==> src/rtl/dgsp_pkg.sv <==
// Shared constants and types of the shortest-path unit.
package dgsp_pkg;

  localparam int MAX_NODES   = 32;
  localparam int NODE_BITS   = $clog2(MAX_NODES);
  localparam int CNT_BITS    = NODE_BITS + 1;
  localparam int ADDR_BITS   = 2 * NODE_BITS;
  localparam int WEIGHT_BITS = 16;
  localparam int DIST_BITS   = 24;
  localparam int CFG_BITS    = 6;
  localparam int CFG_IDX_BITS = 1;

  localparam logic [DIST_BITS-1:0] DIST_INF = {DIST_BITS{1'b1}};
  localparam logic [DIST_BITS-1:0] DIST_SAT = DIST_INF - DIST_BITS'(1);
  localparam logic [CNT_BITS-1:0]  NODE_COUNT_RESET = CNT_BITS'(32);

  typedef logic [DIST_BITS-1:0]   dist_t;
  typedef logic [WEIGHT_BITS-1:0] weight_t;
  typedef logic [NODE_BITS-1:0]   node_t;

  typedef enum logic [CFG_IDX_BITS-1:0] {
    CFG_NODE_COUNT  = 1'b0,
    CFG_SOURCE_NODE = 1'b1
  } cfg_index_t;

endpackage

==> src/rtl/dgsp_alu.sv <==
// Shared saturating add and less-than compare for scan and relaxation.
module dgsp_alu (
  input  dgsp_pkg::dist_t   base,
  input  dgsp_pkg::weight_t addend,
  input  dgsp_pkg::dist_t   limit,
  output dgsp_pkg::dist_t   value,
  output logic              less
);
  import dgsp_pkg::*;

  logic [DIST_BITS:0] sum;

  always_comb begin
    sum = {1'b0, base} + (DIST_BITS+1)'(addend);
    if (addend != '0 && sum > {1'b0, DIST_SAT}) begin
      value = DIST_SAT;
    end else begin
      value = sum[DIST_BITS-1:0];
    end
    less = value < limit;
  end

endmodule

==> config.mk <==
export PLATFORM = sky130hd
export DESIGN_NAME = dgsp_alu
export DESIGN_NICKNAME = d
export VERILOG_FILES = /design/src/rtl/dgsp_pkg.sv /design/src/rtl/dgsp_alu.sv
export SDC_FILE = /design/constraint.sdc
export NUM_CORES = 1
export LEC_CHECK = 0
export ABC_AREA = 1
export BUFFER_PORTS_ARGS = -buffer_cell sky130_fd_sc_hd__buf_2
export CAP_MARGIN = 20
export CELL_PAD_IN_SITES_DETAIL_PLACEMENT = 0
export CELL_PAD_IN_SITES_GLOBAL_PLACEMENT = 1
export CORE_MARGIN = 2
export CORE_UTILIZATION = 35
export DETAILED_ROUTE_END_ITERATION = 10
export PLACE_DENSITY = 0.95
export SLEW_MARGIN = 20
export SYNTH_ARGS = -nofsm -noshare
export SYNTH_HDL_FRONTEND = slang
export SYNTH_SLANG_ARGS = --single-unit
export TNS_END_PERCENT = 1
==> constraint.sdc <==
create_clock -name vclk -period 8.75
set_input_delay 0.875 -clock vclk [all_inputs]
set_output_delay 0.875 -clock vclk [all_outputs]
set_load 0.02 [all_outputs]
==> run metrics, run 1 <==
largest net degree at the start of global routing=25; CP arrival=4.42 ns; Initial Util=36.1%; Highest Clock Rate=189 MHz; most common cell after layout, fill and taps aside=nand2_1; 1st-iter DRT viols=116; GR Overflow Total=0; Cell Area, Synth=2290 µm²; RSZ-0062 raised after global routing=false; port bufs=89; layout cells sized above 1=20.0%; Register Area=0 µm²; min Tclk post-route=5.30 ns; post-synthesis net count=553; clkbuf count=0; Worst Setup Start Kind=input pin; area fraction of the dominant cell type after synthesis=26.8%; Min-Delay Path Class=input pin to output port; Peak VDD IR=0.0000375 V; # nets final=641; Die X=85.0 µm; Final Hold Slack=2.18 ns; worst slack, placed=3.50 ns; pwr/cell area=72.8 nW/µm²; commonest cells after routing, fill and taps aside=nand2_1, inv_1, buf_2, nand3_1, ha_1; antenna violations before repair=0; number of synthesis warnings=0; WL per Instance=10.7 µm; Setup-failing EPs final=0; DIE HEIGHT=85.0 µm; outcome=finished, final reports clean; Leak=0.00186 µW; vias per inst=4.70; relative slew slack=70.2%; crit share post-route=60.5%; Top cell by count, worst path=nand2_1; Hold Buf Count CTS=0; Slowest-stage cell, CP=fa_1; setup TNS=0 ns; FFs & Latches=0; min-delay src=base[23]; TritonRoute pass-1 iters=4; Slew @ Worst Pin=0.443 ns; Area contributors post-synth=nand2_1, ha_1, inv_1; Post CTS Setup Buffer Count=0; std cell rows=29; Synth Instances=449; Routed WL=6570 µm; M1 GR Usage=27.4%; Routed Antenna Nets=0; drt drc=0; Multi-input gate area=1930 µm²; register area share after synthesis=0%; gpl congestion=0.895; crit path kind=input pin to output port; cell taking the most area after synthesis=nand2_1; final slew viol count=0; Worst Setup SP=addend[0]; Critical Path Fanout Max=24; most used routing layer=met2; slowest cell delay on critical path=0.37 ns; Buf+Inv Stages, Crit Path=4; CP delay by family, top=simple AND/OR/NAND/NOR gates; Setup crit end kind=output port; global-route wire length before repair=11700 µm; maxcap violations=0; post-cts resize count=0; Avg Inst Size Synth=5.11 µm²; num ports=89; vias=2877; antenna diode count=0; core region area=6350 µm²; Layout area overhead=23.1%; GRT Total Usage=18.7%; die area=7220 µm²; vias in the first global route=2708; grt met2 use=31.7%; final hold violations=0; # fillers=716; Power Total=205 µW; DPL Wire Length=6050 µm; setup slack after layout=3.45 ns; Yosys cell types=27; GRT met3 Usage=1.17%; WP data required=7.88 ns
[per-layer routing]
metal	wire, µm	vias up
li1	-	1608
met1	3350	1203
met2	2830	66
met3	390	0
met4	0	0
met5	0	-
[worst paths after layout]
kind	endpoint	slack, ns	depth (start not counted)
setup / recovery	less	3.45	29
hold / removal	value[23]	2.18	4
[Yosys cell counts (2+ instances only)]
master    instances
o21ai_0           2
nand4_1          15
nand3b_1          3
clkbuf_1          2
nand2_1         164
a21oi_1          18
nor3_1            6
ha_1             39
nor2_2            2
nor4_1            5
a211oi_1          2
nand3_2           3
nand3_1          44
nor2_1           33
inv_1            92
a21oi_2           3
nand2_2           6
[power breakdown]
group	total, µW	internal (µW)	switching, µW
clock	0	0	0
combinational	205	75.3	130
sequential	0	0	0
total	205	75.3	130
[area by class of cell]
type	count	share of cell area, %
Multi-Input combinational cell	353	68.4
Inverter	93	12.4
Tap cell	77	3.41
Timing Repair Buffer	89	15.8
[cells by family after synthesis]
logic type | share of synthesized area, %
adder cells (fa/ha/maj) | 22.1
AND/OR/NAND/NOR | 54.5
buffers and inverters | 15.8
AO/OA/AOI/OAI | 7.20
XOR/XNOR | 0.382
[stage by stage]
step / area (µm²) / util [%] / cells
6_report: 2820 / 44.5 / 612
5_1_grt: 2820 / 44.5 / 612
4_1_cts: 2820 / 44.5 / 612
3_5_place_dp: 2820 / 44.5 / 612
3_3_place_gp: 2820 / 44.5 / 612
2_1_floorplan: 2290 / - / 449
(Power assumes the default switching activity.)
==> run 2: changes to the inputs <==
CORE_UTILIZATION = 33   (was 35)
clock period = 4.88 ns   (was 8.75 ns; I/O delays follow)
==> run 2 against run 1 <==
Against the previous run:
- setup slack worse by 3.1 ns
- die area up 5.8%
- final cell count is 0.49% higher
- global-route usage down 0.87 points
- critical path depth stayed put
==> run metrics, run 2 (synthesis gave the netlist of run 1 again) <==
clkbuf count=0; Routed Antenna Nets=0; Peak VDD IR=0.0000415 V; Initial Util=33.9%; final hold violations=0; M1 GR Usage=25.5%; Post CTS Setup Buffer Count=0; std cell rows=30; core region area=6760 µm²; DIE HEIGHT=87.4 µm; crit path kind=input pin to output port; largest net degree at the start of global routing=25; Slowest-stage cell, CP=fa_1; commonest cells after routing, fill and taps aside=nand2_1, inv_1, buf_2, nand3_1, ha_1; most common cell after layout, fill and taps aside=nand2_1; Top cell by count, worst path=nand2_1; FFs & Latches=0; GRT Total Usage=17.8%; port bufs=89; Min-Delay Path Class=input pin to output port; 1st-iter DRT viols=156; layout cells sized above 1=20.0%; CP arrival=4.01 ns; Routed WL=6760 µm; antenna violations before repair=0; final slew viol count=0; drt drc=0; most used routing layer=met2; Slew @ Worst Pin=0.545 ns; outcome=finished, final reports clean; Design Area, Final=2840 µm²; crit share post-route=92.1%; TritonRoute pass-1 iters=4; RSZ-0062 raised after global routing=false; Register Area=0 µm²; # fillers=769; Highest Clock Rate=222 MHz; min Tclk post-route=4.50 ns; global-route wire length before repair=11500 µm; antenna diode count=0; slowest cell delay on critical path=0.38 ns; GR Overflow Total=0; die area=7630 µm²; Leak=0.00186 µW; Layout area overhead=23.6%; relative slew slack=63.3%; Die X=87.4 µm; Setup crit end kind=output port; WL per Instance=11.0 µm; maxcap violations=0; Critical Path Fanout Max=24; vias in the first global route=2699; vias per inst=4.82; Setup-failing EPs final=0; gpl congestion=0.929; DPL Wire Length=6230 µm; grt met2 use=31.1%; WP data required=4.39 ns; pwr/cell area=131 nW/µm²; vias=2966; setup TNS=0 ns; DP Area=2830 µm²; Hold Buf Count CTS=0; # nets final=641; GRT met3 Usage=0.0948%; num ports=89; Worst Setup Start Kind=input pin
[run 2: cell count changes in the layout (fill, tap and decap cells not counted)]
cell     before  now
nand2_4       1    0
nand2_8       0    1
[run 2: layout make-up]
class | count | area [µm²] | share of cell area (%)
Tap cell | 80 | 100 | 3.53
Multi-Input combinational cell | 353 | 1940 | 68.4
Inverter | 93 | 349 | 12.3
Timing Repair Buffer | 89 | 445 | 15.7
[run 2: critical path, delay by kind of cell]
| kind | cells | cell delay, ns |
|---|---|---|
| simple gates | 17 | 1.43 |
| fa+ha+maj | 3 | 0.91 |
| compound gates | 5 | 0.73 |
| buf+inv | 4 | 0.43 |
[run 2: path summary, 6_finish.rpt]
path,startpoint,end,slack (ns),depth (start not counted)
max,addend[0],less,0.38,29
min,base[23],value[23],1.43,4
[run 2: repair_timing]
item | CTS | global route
resized for setup | 0 | 1
endpoints found under the setup margin | 0 | 1
endpoints found under the hold margin | 0 | 0
[run 2: per-layer routing]
metal,share of wire (%),wire (µm),up-vias
li1,-,-,1606
met1,50,3350,1278
met2,44,2980,78
met3,5.6,377,4
met4,0.74,50,0
met5,0,0,-
[run 2: through the flow]
| step | hold WS (ns) | std cells | total power [µW] | util [%] | worst slack, ns |
|---|---|---|---|---|---|
| global route | 1.48 | 615 | 424 | 42.0 | 0.0219 |
| CTS | 1.43 | 615 | 371 | 41.8 | 0.351 |
| finish | 1.43 | 615 | 371 | 42.0 | 0.385 |
| detailed placement | 1.43 | 615 | 370 | 41.8 | 0.357 |
| floorplan | 1.21 | 449 | 257 | - | 0.546 |
| global placement | 1.42 | 615 | 363 | 41.8 | 0.545 |
[run 2: power breakdown]
group	internal [µW]	switching, µW	total [µW]
clock network	0	0	0
registers	0	0	0
logic	136	235	371
total	136	235	371
==> run 3: changes to the inputs <==
ABC_AREA = unset   (was 1)
CORE_UTILIZATION = 35   (was 33)
==> run 3 against run 2 <==
Against the previous run:
- final area is 1.2% higher
- synthesized cell count is 26% lower
- final cell count is 19% lower
- maximum frequency fell by 3.2%
- die area is 8.5% lower
- setup slack lost 0.15 ns
- largest cell class unchanged
- highest routed layer unchanged
==> run metrics, run 3 <==
Layout area overhead=29.5%; Critical Path Fanout Max=7; min Tclk post-route=4.65 ns; Synth Instances=333; placed insts=497; worst slack, placed=-0.0624 ns; core region area=6030 µm²; relative slew slack=71.0%; antenna diode count=0; Final Non-Filler Cells=499; met1 WL=3310 µm; crit share post-route=95.2%; Setup crit end kind=output port; commonest cells after routing, fill and taps aside=buf_2, nand2_1, ha_1, inv_1, o21ai_0; Die X=83.6 µm; vias=2822; post-synthesis net count=437; most frequent cells after synthesis=ha_1, nand2_1, inv_1, o21ai_0, a21oi_1; GR Overflow Total=0; Avg Inst Size Synth=6.66 µm²; setup TNS=0 ns; uppermost layer routed=met4; gpl congestion=1.02; Adder-Cell Fraction of Synth Area=22.9%; Min-Delay Path Class=input pin to output port; Slew @ Worst Pin=0.435 ns; register area share after synthesis=0%; pwr/cell area=150 nW/µm²; # fillers=644; vias in the first global route=2558; CP arrival=4.16 ns; Worst Setup Start Kind=input pin; wire length on met2=3190 µm; Yosys cell types=56; Hold Crit Depth=4; clkbuf count=0; RSZ-0062 raised after global routing=false; setup slack after layout=0.234 ns; Setup-failing EPs final=0; WP data required=4.39 ns; post-synthesis simple-gate area fraction=29.8%; Post-Synth XOR/XNOR Area=5.53%; most common cell after layout, fill and taps aside=buf_2; met3 wire length=492 µm; # nets final=530; Routed Antenna Nets=0; area fraction of the dominant cell type after synthesis=22.0%; 1st-iter DRT viols=204; DPL Wire Length=6210 µm; mux share of post-synthesis cell area=0.903%; num ports=89; antenna violations before repair=0; final hold violations=0; Initial Util=36.8%; FFs & Latches=0; drt drc=0; port bufs=89; number of synthesis warnings=0; Hold Buf Count CTS=0; die area=6990 µm²; Leak=0.00151 µW; outcome=finished, final reports clean; TritonRoute pass-1 iters=5; std cell rows=28; crit path kind=input pin to output port; cell taking the most area after synthesis=ha_1; maxcap violations=0; Final Hold Slack=1.44 ns; Highest Clock Rate=215 MHz; global-route wire length before repair=11400 µm; Area contributors post-synth=ha_1, nand2_1, a21o_1; Register Area=0 µm²; main combinational cell family by area after synthesis=compound AO/OA/AOI/OAI gates; layout cells sized above 1=30.0%; final slew viol count=0; Peak VDD IR=0.0000800 V; Routed WL=7100 µm; area fraction in compound gates after synthesis=32.4%; WL per Instance=14.2 µm; Cell Area, Synth=2220 µm²; vias per inst=5.66; DIE HEIGHT=83.6 µm; largest net degree at the start of global routing=14; GRT Total Usage=18.8%
[run 3: cell types whose count changed in the layout (fill, tap and decap cells not counted), moves of 9 or more]
| cell | before | now |
|---|---|---|
| nand2_1 | 164 | 39 |
| o21ai_0 | 2 | 22 |
| nor3_1 | 6 | 16 |
| nor2_1 | 33 | 14 |
| a21o_1 | 0 | 16 |
| buf_4 | 0 | 17 |
| nand3_1 | 44 | 8 |
| xnor2_1 | 0 | 9 |
| inv_1 | 92 | 32 |
[run 3: final cells by class]
cell class / count / area [µm²] / share of cell area, %
Timing Repair Buffer: 106 / 573 / 20.0
Inverter: 32 / 120 / 4.18
Tap cell: 75 / 93.8 / 3.27
Multi-Input combinational cell: 286 / 2080 / 72.6
[run 3: final timing paths]
path,slack (ns),start,endpoint
max,0.23,addend[0],less
min,1.44,base[21],value[21]
[run 3: logic make-up (layout without fill, tap and decap cells)]
kind of cell / after synthesis / count (layout)
and+or+nand+nor: 128 / 128
AOI/OAI and AO/OA: 102 / 102
muxes: 2 / 2
adders and majority gates: 40 / 40
buffers and inverters: 47 / 138
xor gates and xnor gates: 14 / 14
[run 3: power by group]
part | switching (µW) | internal, µW
combinational | 257 | 174
sequential | 0 | 0
clock | 0 | 0
total | 257 | 174
[run 3: per-stage QoR]
stage                     util [%]  total power, µW  cell area (µm²)
after floorplan                  -              284             2220
after global placement        46.5              409             2800
after detailed placement      46.5              415             2800
after CTS                     46.6              419             2810
after global routing          47.6              476             2870
final                         47.6              432             2870
[run 3: per-layer routing]
| metal | global-route usage, % | vias to the layer above |
|---|---|---|
| li1 | - | 1429 |
| met1 | 26.4 | 1260 |
| met2 | 32.5 | 125 |
| met3 | 0.890 | 8 |
| met4 | 2.35 | 0 |
| met5 | 0 | - |
[run 3: worst max-delay path, cell delays in order]
cell and delay (ns):
buf_2 0.10, ha_1 0.17, inv_1 0.06, fa_1 0.39, nand2b_4 0.17, a211oi_4 0.28, buf_4 0.19, o21ai_0 0.15
and3_1 0.21, a311oi_2 0.29, nand2_1 0.11, ha_1 0.30, nand4_1 0.10, nor2_1 0.13, nand2_1 0.11, a2111oi_4 0.22
nand4_1 0.14, a41o_1 0.22, and3_1 0.17, buf_2 0.15
[run 3: what timing repair did]
action,in CTS,in global routing
setup buffers,0,2
pin swaps,0,5
endpoints found under the setup margin,1,1
gates resized for setup,2,11
